==> src/rtl/tgd_pkg.sv <==
package tgd_pkg;

  localparam int WINDOW = 10;

  localparam int SAMPLE_W = 13;
  localparam int LEVEL_W  = 12;
  localparam int GEST_W   = 3;
  localparam int DEV_W    = SAMPLE_W + 1;

  localparam int SLOT_W = (WINDOW > 1) ? $clog2(WINDOW) : 1;
  localparam int SUM_W  = SAMPLE_W + $clog2(WINDOW);

  // Divide by WINDOW through a rounded-up reciprocal; exact for |sum| < 2**SUM_W.
  localparam int RECIP_SHIFT = SUM_W + $clog2(WINDOW);
  localparam int RECIP_W     = SUM_W + 1;
  localparam int RECIP_MUL   = ((1 << RECIP_SHIFT) + WINDOW - 1) / WINDOW;
  localparam int PROD_W      = SUM_W + RECIP_W;

  localparam logic [GEST_W-1:0] GEST_NONE  = 3'd0;
  localparam logic [GEST_W-1:0] GEST_UP    = 3'd1;
  localparam logic [GEST_W-1:0] GEST_DOWN  = 3'd2;
  localparam logic [GEST_W-1:0] GEST_LEFT  = 3'd3;
  localparam logic [GEST_W-1:0] GEST_RIGHT = 3'd4;

  localparam int CFG_IDX_W = 2;
  localparam logic [CFG_IDX_W-1:0] CFG_ROLL_ZERO     = 2'd0;
  localparam logic [CFG_IDX_W-1:0] CFG_PITCH_ZERO    = 2'd1;
  localparam logic [CFG_IDX_W-1:0] CFG_TRIGGER_LEVEL = 2'd2;
  localparam logic [CFG_IDX_W-1:0] CFG_RELEASE_LEVEL = 2'd3;

  localparam logic [LEVEL_W-1:0] TRIGGER_RESET = 12'd320;
  localparam logic [LEVEL_W-1:0] RELEASE_RESET = 12'd160;

  typedef struct packed {
    logic signed [SAMPLE_W-1:0] roll_zero;
    logic signed [SAMPLE_W-1:0] pitch_zero;
    logic [LEVEL_W-1:0]         trigger_level;
    logic [LEVEL_W-1:0]         release_level;
  } cfg_t;

endpackage

==> src/rtl/tgd_window.sv <==
module tgd_window (
  input  logic                                  clk,
  input  logic                                  rst,
  input  logic                                  load,
  input  logic signed [tgd_pkg::SAMPLE_W-1:0]   roll_in,
  input  logic signed [tgd_pkg::SAMPLE_W-1:0]   pitch_in,
  output logic signed [tgd_pkg::SUM_W-1:0]      roll_sum,
  output logic signed [tgd_pkg::SUM_W-1:0]      pitch_sum
);

  localparam logic signed [tgd_pkg::SUM_W-1:0] WIN_S = tgd_pkg::SUM_W'(tgd_pkg::WINDOW);
  localparam logic [tgd_pkg::SLOT_W-1:0] LAST_SLOT =
    tgd_pkg::SLOT_W'(tgd_pkg::WINDOW - 1);

  logic signed [tgd_pkg::SAMPLE_W-1:0] roll_win  [tgd_pkg::WINDOW];
  logic signed [tgd_pkg::SAMPLE_W-1:0] pitch_win [tgd_pkg::WINDOW];
  logic [tgd_pkg::SLOT_W-1:0]          slot;
  logic                                primed;

  logic signed [tgd_pkg::SUM_W-1:0] roll_ext, pitch_ext;
  logic signed [tgd_pkg::SUM_W-1:0] roll_old, pitch_old;
  logic signed [tgd_pkg::SUM_W-1:0] roll_sum_next, pitch_sum_next;

  assign roll_ext  = tgd_pkg::SUM_W'(roll_in);
  assign pitch_ext = tgd_pkg::SUM_W'(pitch_in);
  assign roll_old  = tgd_pkg::SUM_W'(roll_win[slot]);
  assign pitch_old = tgd_pkg::SUM_W'(pitch_win[slot]);

  always_comb begin
    if (!primed) begin
      roll_sum_next  = tgd_pkg::SUM_W'(roll_ext * WIN_S);
      pitch_sum_next = tgd_pkg::SUM_W'(pitch_ext * WIN_S);
    end else begin
      roll_sum_next  = roll_sum - roll_old + roll_ext;
      pitch_sum_next = pitch_sum - pitch_old + pitch_ext;
    end
  end

  always_ff @(posedge clk) begin
    if (rst) begin
      primed <= 1'b0;
      slot   <= '0;
    end else if (load) begin
      primed <= 1'b1;
      if (primed) begin
        slot <= (slot == LAST_SLOT) ? '0 : slot + 1'b1;
      end
    end
  end

  always_ff @(posedge clk) begin
    if (load) begin
      roll_sum  <= roll_sum_next;
      pitch_sum <= pitch_sum_next;
      for (int i = 0; i < tgd_pkg::WINDOW; i++) begin
        if (!primed || slot == tgd_pkg::SLOT_W'(i)) begin
          roll_win[i]  <= roll_in;
          pitch_win[i] <= pitch_in;
        end
      end
    end
  end

endmodule

==> src/rtl/tgd_divide.sv <==
module tgd_divide (
  input  logic                                clk,
  input  logic                                load,
  input  logic signed [tgd_pkg::SUM_W-1:0]    sum,
  output logic signed [tgd_pkg::SAMPLE_W-1:0] avg
);

  logic                           neg;
  logic [tgd_pkg::SUM_W-1:0]      mag;
  logic [tgd_pkg::PROD_W-1:0]     prod;
  logic [tgd_pkg::SAMPLE_W-1:0]   quot;

  // Divide the magnitude, then restore the sign: truncation toward zero.
  assign neg  = sum[tgd_pkg::SUM_W-1];
  assign mag  = neg ? tgd_pkg::SUM_W'(-sum) : tgd_pkg::SUM_W'(sum);
  assign prod = tgd_pkg::PROD_W'(mag) * tgd_pkg::PROD_W'(tgd_pkg::RECIP_MUL);
  assign quot = prod[tgd_pkg::RECIP_SHIFT +: tgd_pkg::SAMPLE_W];

  always_ff @(posedge clk) begin
    if (load) begin
      avg <= neg ? $signed(-quot) : $signed(quot);
    end
  end

endmodule

==> src/rtl/tgd_latch.sv <==
module tgd_latch (
  input  logic                                clk,
  input  logic                                rst,
  input  logic                                load,
  input  logic signed [tgd_pkg::SAMPLE_W-1:0] roll_avg,
  input  logic signed [tgd_pkg::SAMPLE_W-1:0] pitch_avg,
  input  tgd_pkg::cfg_t                       cfg,
  output logic [tgd_pkg::GEST_W-1:0]          gesture
);

  logic signed [tgd_pkg::DEV_W-1:0] dev_roll, dev_pitch;
  logic [tgd_pkg::DEV_W-1:0]        abs_roll, abs_pitch;
  logic [tgd_pkg::DEV_W-1:0]        trig, rel;
  logic [tgd_pkg::GEST_W-1:0]       gesture_next;

  assign dev_roll  = tgd_pkg::DEV_W'(roll_avg) - tgd_pkg::DEV_W'(cfg.roll_zero);
  assign dev_pitch = tgd_pkg::DEV_W'(pitch_avg) - tgd_pkg::DEV_W'(cfg.pitch_zero);
  assign abs_roll  = dev_roll[tgd_pkg::DEV_W-1] ? -dev_roll : dev_roll;
  assign abs_pitch = dev_pitch[tgd_pkg::DEV_W-1] ? -dev_pitch : dev_pitch;
  assign trig      = tgd_pkg::DEV_W'(cfg.trigger_level);
  assign rel       = tgd_pkg::DEV_W'(cfg.release_level);

  always_comb begin
    gesture_next = gesture;
    if (gesture == tgd_pkg::GEST_NONE) begin
      if (abs_pitch > trig || abs_roll > trig) begin
        if (abs_pitch > abs_roll) begin
          gesture_next = (dev_pitch > 0) ? tgd_pkg::GEST_DOWN : tgd_pkg::GEST_UP;
        end else begin
          gesture_next = (dev_roll > 0) ? tgd_pkg::GEST_RIGHT : tgd_pkg::GEST_LEFT;
        end
      end
    end else if (gesture inside {tgd_pkg::GEST_UP, tgd_pkg::GEST_DOWN}) begin
      if (abs_pitch < rel) begin
        gesture_next = tgd_pkg::GEST_NONE;
      end
    end else if (gesture inside {tgd_pkg::GEST_LEFT, tgd_pkg::GEST_RIGHT}) begin
      if (abs_roll < rel) begin
        gesture_next = tgd_pkg::GEST_NONE;
      end
    end else begin
      gesture_next = tgd_pkg::GEST_NONE;
    end
  end

  always_ff @(posedge clk) begin
    if (rst) begin
      gesture <= tgd_pkg::GEST_NONE;
    end else if (load) begin
      gesture <= gesture_next;
    end
  end

endmodule

==> src/rtl/tilt_gesture_detector_core.sv <==
// Tilt gesture detector: each transfer carries one roll, pitch and heading sample in
// sixteenths of a degree and yields exactly one result, in order; the result passes
// through the window sums, the divider registers and the output register, and leaves
// when the output is not stalled. Roll and pitch are averaged over the last
// WINDOW samples (the first sample after reset fills the whole window), truncated
// toward zero; the averages minus the configured centers drive a gesture latch with
// hysteresis, and heading passes through. While the output is not stalled, the block
// takes one item per cycle: a running sum per axis is updated in the first stage, the
// second stage divides by WINDOW with one constant multiplier per axis, and the third
// stage updates the latch. Each stage has its own valid bit, so a stalled output only
// holds back the stages behind it once they are full; up to three items can be in
// flight. Write the configuration registers only while no item is in flight.
module tilt_gesture_detector_core (
  input  logic                                    clk,
  input  logic                                    rst,
  // input channel
  input  logic                                    in_valid,
  output logic                                    in_stall,
  input  logic signed [tgd_pkg::SAMPLE_W-1:0]     roll_sample,
  input  logic signed [tgd_pkg::SAMPLE_W-1:0]     pitch_sample,
  input  logic [tgd_pkg::SAMPLE_W-1:0]            heading_sample,
  // output channel
  output logic                                    out_valid,
  input  logic                                    out_stall,
  output logic signed [tgd_pkg::SAMPLE_W-1:0]     smoothed_roll,
  output logic signed [tgd_pkg::SAMPLE_W-1:0]     smoothed_pitch,
  output logic [tgd_pkg::SAMPLE_W-1:0]            heading_out,
  output logic [tgd_pkg::GEST_W-1:0]              gesture,
  // configuration write port
  input  logic                                    cfg_write,
  input  logic [tgd_pkg::CFG_IDX_W-1:0]           cfg_index,
  input  logic [tgd_pkg::SAMPLE_W-1:0]            cfg_data
);

  tgd_pkg::cfg_t cfg;

  // Stage valid bits and the ready chain back from the output register.
  logic s1_valid, s2_valid;
  logic s1_ready, s2_ready, s3_ready;
  logic s1_load, s2_load, s3_load;

  logic signed [tgd_pkg::SUM_W-1:0]    roll_sum, pitch_sum;
  logic signed [tgd_pkg::SAMPLE_W-1:0] roll_avg, pitch_avg;
  logic [tgd_pkg::SAMPLE_W-1:0]        s1_heading, s2_heading;

  assign s3_ready = !out_valid || !out_stall;
  assign s2_ready = !s2_valid || s3_ready;
  assign s1_ready = !s1_valid || s2_ready;
  assign in_stall = !s1_ready;

  assign s1_load = in_valid && s1_ready;
  assign s2_load = s1_valid && s2_ready;
  assign s3_load = s2_valid && s3_ready;

  // Configuration registers.
  always_ff @(posedge clk) begin
    if (rst) begin
      cfg.roll_zero     <= '0;
      cfg.pitch_zero    <= '0;
      cfg.trigger_level <= tgd_pkg::TRIGGER_RESET;
      cfg.release_level <= tgd_pkg::RELEASE_RESET;
    end else if (cfg_write) begin
      case (cfg_index)
        tgd_pkg::CFG_ROLL_ZERO:     cfg.roll_zero     <= $signed(cfg_data);
        tgd_pkg::CFG_PITCH_ZERO:    cfg.pitch_zero    <= $signed(cfg_data);
        tgd_pkg::CFG_TRIGGER_LEVEL: cfg.trigger_level <= cfg_data[tgd_pkg::LEVEL_W-1:0];
        tgd_pkg::CFG_RELEASE_LEVEL: cfg.release_level <= cfg_data[tgd_pkg::LEVEL_W-1:0];
        default: ;
      endcase
    end
  end

  // Advance the valid bits.
  always_ff @(posedge clk) begin
    if (rst) begin
      s1_valid  <= 1'b0;
      s2_valid  <= 1'b0;
      out_valid <= 1'b0;
    end else begin
      if (s1_ready) begin
        s1_valid <= in_valid;
      end
      if (s2_ready) begin
        s2_valid <= s1_valid;
      end
      if (s3_ready) begin
        out_valid <= s2_valid;
      end
    end
  end

  // Heading rides along with the item; smoothed values land in the output register.
  always_ff @(posedge clk) begin
    if (s1_load) begin
      s1_heading <= heading_sample;
    end
    if (s2_load) begin
      s2_heading <= s1_heading;
    end
    if (s3_load) begin
      heading_out    <= s2_heading;
      smoothed_roll  <= roll_avg;
      smoothed_pitch <= pitch_avg;
    end
  end

  // Stage 1: window store and running sums (the sums are the stage payload).
  tgd_window u_window (
    .clk       (clk),
    .rst       (rst),
    .load      (s1_load),
    .roll_in   (roll_sample),
    .pitch_in  (pitch_sample),
    .roll_sum  (roll_sum),
    .pitch_sum (pitch_sum)
  );

  // Stage 2: divide each sum by WINDOW.
  tgd_divide u_div_roll (
    .clk  (clk),
    .load (s2_load),
    .sum  (roll_sum),
    .avg  (roll_avg)
  );

  tgd_divide u_div_pitch (
    .clk  (clk),
    .load (s2_load),
    .sum  (pitch_sum),
    .avg  (pitch_avg)
  );

  // Stage 3: gesture latch; its state register is the gesture output.
  tgd_latch u_latch (
    .clk       (clk),
    .rst       (rst),
    .load      (s3_load),
    .roll_avg  (roll_avg),
    .pitch_avg (pitch_avg),
    .cfg       (cfg),
    .gesture   (gesture)
  );

endmodule

==> config.mk <==
export PLATFORM = sky130hd
export DESIGN_NAME = tilt_gesture_detector_core
export DESIGN_NICKNAME = d
export VERILOG_FILES = /design/src/rtl/tgd_pkg.sv /design/src/rtl/tgd_window.sv /design/src/rtl/tgd_divide.sv /design/src/rtl/tgd_latch.sv /design/src/rtl/tilt_gesture_detector_core.sv
export SDC_FILE = /design/constraint.sdc
export NUM_CORES = 1
export LEC_CHECK = 0
export BUFFER_PORTS_ARGS = -buffer_cell sky130_fd_sc_hd__buf_2
export CAP_MARGIN = 20
export CELL_PAD_IN_SITES_DETAIL_PLACEMENT = 1
export CELL_PAD_IN_SITES_GLOBAL_PLACEMENT = 2
export CORE_ASPECT_RATIO = 0.8
export CORE_MARGIN = 3
export CORE_UTILIZATION = 39
export CTS_CLUSTER_SIZE = 10
export DETAILED_ROUTE_END_ITERATION = 8
export PLACE_DENSITY = 0.85
export SLEW_MARGIN = 15
export SYNTH_ARGS = -nofsm -noshare
export SYNTH_HDL_FRONTEND = slang
export SYNTH_SLANG_ARGS = --single-unit
==> constraint.sdc <==
create_clock -name clk -period 7.2 [get_ports clk]
set_clock_uncertainty 0.15 [all_clocks]
set_input_delay 1.08 -clock clk [delete_from_list [all_inputs] [get_ports clk]]
set_output_delay 1.08 -clock clk [all_outputs]
set_load 0.01 [all_outputs]
==> results of run 1 <==
[routing by layer]
metal | global-route usage | vias to the layer above | share of wire
li1 | - | 11400 | -
met1 | 0.305 | 12300 | 0.47
met2 | 0.338 | 485 | 0.46
met3 | 0.0404 | 103 | 0.051
met4 | 0.0388 | 2 | 0.017
met5 | 0 | - | 0.00013
[worst max-delay path by stage]
| stage | startpoint | endpoint | slack, ns | depth (start not counted) |
|---|---|---|---|---|
| 6_report | u_window.roll_sum[0] | u_div_roll.avg[12] | -0.51 | 29 |
| 3_5_place_dp | u_window.roll_sum[1] | u_div_roll.avg[12] | -0.56 | 29 |
| 4_1_cts | u_window.roll_sum[1] | u_div_roll.avg[12] | -0.37 | 27 |
| 5_1_grt | u_window.roll_sum[0] | u_div_roll.avg[12] | -0.75 | 29 |
| 2_1_floorplan | u_window.roll_sum[0] | u_div_roll.avg[12] | -0.26 | 27 |
| 3_3_place_gp | u_window.roll_sum[1] | u_div_roll.avg[12] | -0.43 | 29 |
[synthesized netlist by cell type (all sizes together) (24+ instances only)]
library cell  number
fa               208
edfxtp           385
o21ai             86
nor2b             50
mux4              52
dfxtp             65
xor2              47
a21oi            203
a21o              33
clkbuf            66
ha               434
nor2             107
nand3             46
a211oi            42
mux2i             31
inv              557
nand2            202
nor3              24
xnor2            125
[state kept, by name (all words and copies together), names as in the netlist, 17 cells and up, named ones only]
register            flops
cfg                    50
u_window.pitch_sum     17
u_window.pitch_win    130
u_window.roll_sum      17
u_window.roll_win     130
[what timing repair did]
| item | in CTS | in global routing |
|---|---|---|
| endpoints found under the setup margin | 20 | 22 |
| gates resized for setup | 105 | 95 |
| hold endpoints to repair | 0 | 0 |
| pin swaps | 66 | 52 |
| setup buffers | 30 | 21 |
| hold buffers | 0 | 0 |
[kinds of logic (layout without fill, tap and decap cells)]
group / Yosys count / after routing / share of synthesized area
AO/OA/AOI/OAI: 524 / 524 / 0.0987
XOR/XNOR: 174 / 174 / 0.0456
adder cells (fa/ha/maj): 642 / 642 / 0.281
buffers and inverters: 635 / 1033 / 0.0698
flip-flops: 450 / 450 / 0.376
multiplexers: 94 / 94 / 0.0470
other: 0 / 4 / 0
AND/OR/NAND/NOR: 565 / 565 / 0.0819
[cell usage in the layout, fill, tap and decap left out, types with 9 or more instances in the layout]
master | synthesis | routed
sky130_fd_sc_hd__buf_6 | 0 | 19
sky130_fd_sc_hd__nor3_1 | 23 | 21
sky130_fd_sc_hd__a21oi_1 | 202 | 184
sky130_fd_sc_hd__mux2i_1 | 31 | 29
sky130_fd_sc_hd__xnor2_1 | 125 | 104
sky130_fd_sc_hd__clkbuf_16 | 0 | 57
sky130_fd_sc_hd__a211oi_1 | 42 | 38
sky130_fd_sc_hd__inv_2 | 0 | 23
sky130_fd_sc_hd__nor2_1 | 106 | 99
sky130_fd_sc_hd__o21a_1 | 19 | 19
sky130_fd_sc_hd__nor2b_1 | 50 | 49
sky130_fd_sc_hd__or3_1 | 15 | 11
sky130_fd_sc_hd__clkbuf_1 | 66 | 15
sky130_fd_sc_hd__fa_2 | 0 | 11
sky130_fd_sc_hd__o21ai_0 | 82 | 70
sky130_fd_sc_hd__nand4_1 | 18 | 18
sky130_fd_sc_hd__buf_4 | 0 | 262
sky130_fd_sc_hd__nand2b_1 | 17 | 16
sky130_fd_sc_hd__xor2_1 | 46 | 45
sky130_fd_sc_hd__edfxtp_1 | 385 | 385
sky130_fd_sc_hd__buf_2 | 1 | 102
sky130_fd_sc_hd__o211ai_1 | 13 | 13
sky130_fd_sc_hd__ha_4 | 0 | 34
sky130_fd_sc_hd__nand2_1 | 202 | 194
sky130_fd_sc_hd__inv_1 | 557 | 535
sky130_fd_sc_hd__nand3_1 | 46 | 40
sky130_fd_sc_hd__o21bai_1 | 18 | 18
sky130_fd_sc_hd__xnor2_2 | 0 | 18
sky130_fd_sc_hd__and3_1 | 20 | 19
sky130_fd_sc_hd__and2_1 | 12 | 9
sky130_fd_sc_hd__a21oi_4 | 0 | 12
sky130_fd_sc_hd__ha_1 | 434 | 397
sky130_fd_sc_hd__mux4_2 | 52 | 52
sky130_fd_sc_hd__dfxtp_1 | 65 | 60
sky130_fd_sc_hd__a21o_1 | 33 | 33
sky130_fd_sc_hd__fa_1 | 208 | 197
[layout make-up]
| cell class | count | area, sq um |
|---|---|---|
| Timing Repair Buffer | 388 | 2800 |
| Multi-Input combinational cell | 1999 | 20400 |
| Inverter | 558 | 2090 |
| Clock buffer | 76 | 1540 |
| Antenna cell | 4 | 10.0 |
| Tap cell | 1127 | 1410 |
| Sequential cell | 450 | 12900 |
| Clock inverter | 11 | 120 |
| Fill cell | 9207 | 45100 |
[through the flow]
step                      hold slack (ns)  TNS [ns]  instances  utilization  cell area (sq um)
final                               0.269     -3.92       4613        0.477              41200
after global routing                0.272     -8.31       4611        0.477              41200
after CTS                           0.271     -1.40       4585        0.468              40400
after detailed placement            0.256     -6.41       4468        0.440              38000
after global placement              0.251     -3.01       4468        0.440              38000
after floorplan                     0.250    -0.256       3084            -              34500
==> impl_metrics.py, run 1 <==
metrics = {
    "status": {
        "outcome": "finished, violations left",
        "failed_checks": "setup timing",
    },
    "synth": {
        "synth_nets": 3785,
        "synthesis.area_per_instance_sq_um": 11.1,
        "synth-seq-area-share": 0.376,
        "netlist_area_sq_mm": 0.0342,
        "synth.top_cell.area_share": 0.338,
        "main_flop_type_after_synthesis": "sky130_fd_sc_hd__edfxtp_1",
        "ys.warnings.count": 0,
        "async_flop_share": 0,
        "yosys_register_bits": 450,
        "post-synth-top-area-cell": "sky130_fd_sc_hd__edfxtp_1",
        "synthesis.instances": 3084,
        "yosysUniqueCellTypes": 93,
        "synth.area.top_cells": "sky130_fd_sc_hd__edfxtp_1, sky130_fd_sc_hd__ha_1, sky130_fd_sc_hd__fa_1",
        "number_of_flops_mapped_to_enable_cells_by_yosys": 385,
    },
    "worst_setup_path": {
        "crit_slowest_cell": "sky130_fd_sc_hd__fa_1",
        "critical_path.n_buffers_inverters": 5,
        "r2r_setup_slack_ns": -0.51,
        "timing.rr.end": "u_div_roll.avg[12]",
        "worstSetupStartpointType": "register",
        "required_ns": 7.41,
        "end_kind": "register",
        "worst_r2r_path_depth": 29,
        "cpMostUsedCell": "sky130_fd_sc_hd__fa_1",
        "critical_path_arrival_ns": 7.92,
        "path_delay_family": "adder cells",
        "crit_path_max_fanout": 3,
        "reg2reg_from": "u_window.roll_sum[0]",
        "worstSetupPathType": "register to register",
        "timing.critical_path.slowest_cell_delay_ns": 0.58,
    },
    "placed_design": {
        "dp_slack_ns": -0.565,
        "gp_congestion": 0.941,
        "detailed_place_hpwl_mm": 73.9,
        "io_buffer_count": 102,
    },
    "cells_and_area": {
        "fin_nets": 4153,
        "areaGrowthSynthToFinish_pct": 20.6,
        "drive_gt1_frac": 0.213,
    },
    "run": {
        "max_cap_violations": 0,
    },
    "route": {
        "detail_route.wl_per_cell_um": 21.5,
        "drt.antenna.violating_nets": 0,
        "drcViolationCount": 0,
        "num_vias": 24300,
        "drt_pre_antenna_iters": 5,
        "via_per_inst": 5.26,
        "finalWirelength_mm": 99.2,
        "drt_iter0_drc": 1314,
    },
    "clocking": {
        "ctsHtreeMaxLevel": 2,
        "cts-buffers-inserted": 55,
        "cts_buffer_depth": 3,
        "tritoncts": "yes",
        "worst_setup_hold_path_clk_slew_ns": 0.06,
        "clkLatencyLatePin_ns": 0.64,
        "clockRootBuffer": "sky130_fd_sc_hd__clkbuf_16",
        "tritoncts_num_sinks": 450,
    },
    "global_routing": {
        "grt_overflow_total": 0,
        "antenna_violations_before_repair": 6,
        "first_global_vias": 26300,
        "grt_start_max_net_pins": 64,
        "globalRouteTotalUtil": 0.213,
        "grt_pass1_wl_mm": 152,
    },
    "worst_hold_path": {
        "startpoint_of_the_lowest_slack_hold_path": "s1_heading[5]",
        "holdPathStages": 0,
        "type_of_the_tightest_min_delay_check": "register to register",
        "timing.hold.worst_endpoint": "s2_heading[5]",
    },
    "timing": {
        "finalHoldViolCount": 0,
        "clock_period_minus_final_worst_setup_slack_ns": 7.71,
        "transition_time_at_the_pin_with_the_least_slew_margin_ns": 1.07,
        "final_worst_path_period_share": 1.07,
        "timing.final.max_slew_violations": 0,
        "unrepaired_setup_endpoints_after_global_routing": "yes",
        "timing.max_slew.rel_slack": 0.288,
        "post-route-worst-setup-slack_ns": -0.510,
        "maxClockFrequency_ghz": 0.130,
        "finalSetupViolations": 17,
    },
    "floorplan": {
        "die_width_um": 337,
        "pin_count": 103,
        "core_area_sq_mm": 0.0864,
        "die_height_um": 271,
        "initial_core_util": 0.396,
        "design.die.area_sq_mm": 0.0912,
        "row_count": 96,
    },
}
Power of run 1 is not shown: default switching activity piles up to over one toggle a cycle in this logic, so the estimate is an artifact.
==> inputs of run 2 (changes only) <==
--- a/config.mk
+++ b/config.mk
@@ -15,6 +15,7 @@
 export CTS_CLUSTER_SIZE = 10
 export DETAILED_ROUTE_END_ITERATION = 8
 export PLACE_DENSITY = 0.85
+export RECOVER_POWER = 100
 export SLEW_MARGIN = 15
 export SYNTH_ARGS = -nofsm -noshare
 export SYNTH_HDL_FRONTEND = slang
==> run 2 against run 1 <==
Against the previous run:
- the flow finishes with violations (capacitance limit, slew limit, setup timing)
- critical path type unchanged
- final cell count hardly changed
- critical endpoint unchanged
- core utilization down 0.36 points
- design area decreased by 0.76%
- sequential share of layout area grew 0.23 points
- flip-flop and latch count stayed put
- wire length hardly changed
- count of clock-buffer cells in the layout stayed put
- register-to-register slack is essentially flat
- global-route usage did not move
==> impl_metrics.py, run 2 (synthesis results as in run 1) <==
metrics = {
    "floorplan": {
        "row_count": 96,
        "initial_core_util": 0.396,
        "die_width_um": 337,
        "pin_count": 103,
        "core_area_sq_mm": 0.0864,
        "die_height_um": 271,
        "design.die.area_sq_mm": 0.0912,
    },
    "global_routing": {
        "grtUsageMet1": 0.305,
        "globalRoute.busiestLayer": "met2",
        "grt_start_max_net_pins": 64,
        "use_met2": 0.338,
        "grt_overflow_total": 0,
        "antenna_violations_before_repair": 4,
        "first_global_vias": 26300,
        "met3_usage": 0.0404,
        "grt_pass1_wl_mm": 152,
        "globalRouteTotalUtil": 0.213,
    },
    "clocking": {
        "clockRootBuffer": "sky130_fd_sc_hd__clkbuf_16",
        "cts.hold.buffers_added": 0,
        "tritoncts_num_sinks": 450,
        "tritoncts": "yes",
        "clkLatencyLatePin_ns": 0.64,
        "worst_setup_hold_path_clk_slew_ns": 0.06,
        "cts-buffers-inserted": 55,
        "cts_buffer_depth": 3,
        "ctsHtreeMaxLevel": 2,
    },
    "worst_setup_path": {
        "path_delay_family": "adder cells",
        "critical_path_arrival_ns": 7.93,
        "timing.critical_path.slowest_cell_delay_ns": 0.58,
        "crit_start": "u_window.roll_sum[0]",
        "r2r_setup_slack_ns": -0.52,
        "crit_slowest_cell": "sky130_fd_sc_hd__fa_1",
        "critical_path.n_buffers_inverters": 5,
        "end_kind": "register",
        "crit_path_max_fanout": 3,
        "timing.rr.end": "u_div_roll.avg[12]",
        "worst_r2r_path_depth": 29,
        "cpMostUsedCell": "sky130_fd_sc_hd__fa_1",
        "worstSetupStartpointType": "register",
        "required_ns": 7.41,
        "worstSetupPathType": "register to register",
        "reg2reg_from": "u_window.roll_sum[0]",
    },
    "placed_design": {
        "detailed_place_hpwl_mm": 73.9,
        "placedCellCount": 4468,
        "io_buffer_count": 102,
        "gp_congestion": 0.941,
    },
    "route": {
        "num_vias": 24400,
        "detail_route.wl_per_cell_um": 21.5,
        "via_per_inst": 5.28,
        "drt_iter0_drc": 1305,
        "drt.antenna.violating_nets": 0,
        "finalWirelength_mm": 99.3,
        "drt_pre_antenna_iters": 5,
        "drcViolationCount": 0,
    },
    "cells_and_area": {
        "final_cell_count_no_fill": 4612,
        "fin_nets": 4153,
        "reg.largest.list": "u_window.pitch_win: 130 flops, u_window.roll_win: 130 flops, cfg: 50 flops",
        "final_cell_mix": "sky130_fd_sc_hd__inv_1, sky130_fd_sc_hd__ha_1, sky130_fd_sc_hd__edfxtp_1, sky130_fd_sc_hd__buf_4, sky130_fd_sc_hd__fa_1",
        "final_core_util": 0.474,
        "areaGrowthSynthToFinish_pct": 19.7,
        "drive_gt1_frac": 0.184,
        "layout_commonest_cell": "sky130_fd_sc_hd__inv_1",
    },
    "timing": {
        "timing.final.max_slew_violations": 436,
        "clock_period_minus_final_worst_setup_slack_ns": 7.72,
        "final_worst_path_period_share": 1.07,
        "tns_ns": -4.18,
        "timing.max_slew.rel_slack": -0.987,
        "unrepaired_setup_endpoints_after_global_routing": "yes",
        "maxClockFrequency_ghz": 0.130,
        "finalSetupViolations": 17,
        "transition_time_at_the_pin_with_the_least_slew_margin_ns": 2.98,
        "finalHoldViolCount": 0,
        "post-route-worst-setup-slack_ns": -0.516,
    },
    "status": {
        "failed_checks": "capacitance limit, slew limit, setup timing",
        "outcome": "finished, violations left",
    },
    "worst_hold_path": {
        "startpoint_of_the_lowest_slack_hold_path": "s1_heading[10]",
        "type_of_the_tightest_min_delay_check": "register to register",
        "timing.hold.worst_endpoint": "s2_heading[10]",
        "holdPathStages": 0,
    },
    "run": {
        "max_cap_violations": 14,
    },
}
## run 2: cell count changes in the layout (fill, tap and decap cells not counted), sizes merged
cell / before / now
buf: 388 / 299
clkbuf: 76 / 165
diode: 4 / 3
## run 2: cell type report
type	instances	area, sq um
fill	9268	45400
multi-input combinational	1999	20300
sequential	450	12900
timing repair buffer	388	2600
inverter	558	2090
clock buffer	76	1540
tap	1127	1410
clock inverter	11	120
antenna	3	7.51
## run 2: how the worst max path moves through the flow
stage	endpoint	slack, ns	cells after the start
6_report	u_div_roll.avg[12]	-0.52	29
5_1_grt	u_div_roll.avg[12]	-0.75	29
4_1_cts	u_div_roll.avg[12]	-0.37	27
3_5_place_dp	u_div_roll.avg[12]	-0.56	29
3_3_place_gp	u_div_roll.avg[12]	-0.43	29
2_1_floorplan	u_div_roll.avg[12]	-0.26	27
## run 2: layer usage
| metal | wire [um] | part of all wire | vias to the layer above |
|---|---|---|---|
| li1 | - | - | 11400 |
| met1 | 47100 | 0.47 | 12300 |
| met2 | 45600 | 0.46 | 485 |
| met3 | 4940 | 0.050 | 97 |
| met4 | 1660 | 0.017 | 2 |
| met5 | 13 | 0.00013 | - |
## run 2: metrics by stage
step	setup WS, ns	cell area (sq um)	hold slack (ns)
floorplan	-0.256	34500	0.250
global placement	-0.432	38000	0.251
detailed placement	-0.565	38000	0.256
CTS	-0.373	40400	0.271
global route	-0.755	40900	0.272
finish	-0.516	40900	0.269
## run 2: timing repair
item	CTS	global route
endpoints found under the setup margin	20	22
gates resized for setup	105	95
pin swaps	66	52
buffers inserted	30	21
Power of run 2 is left out for the same reason.
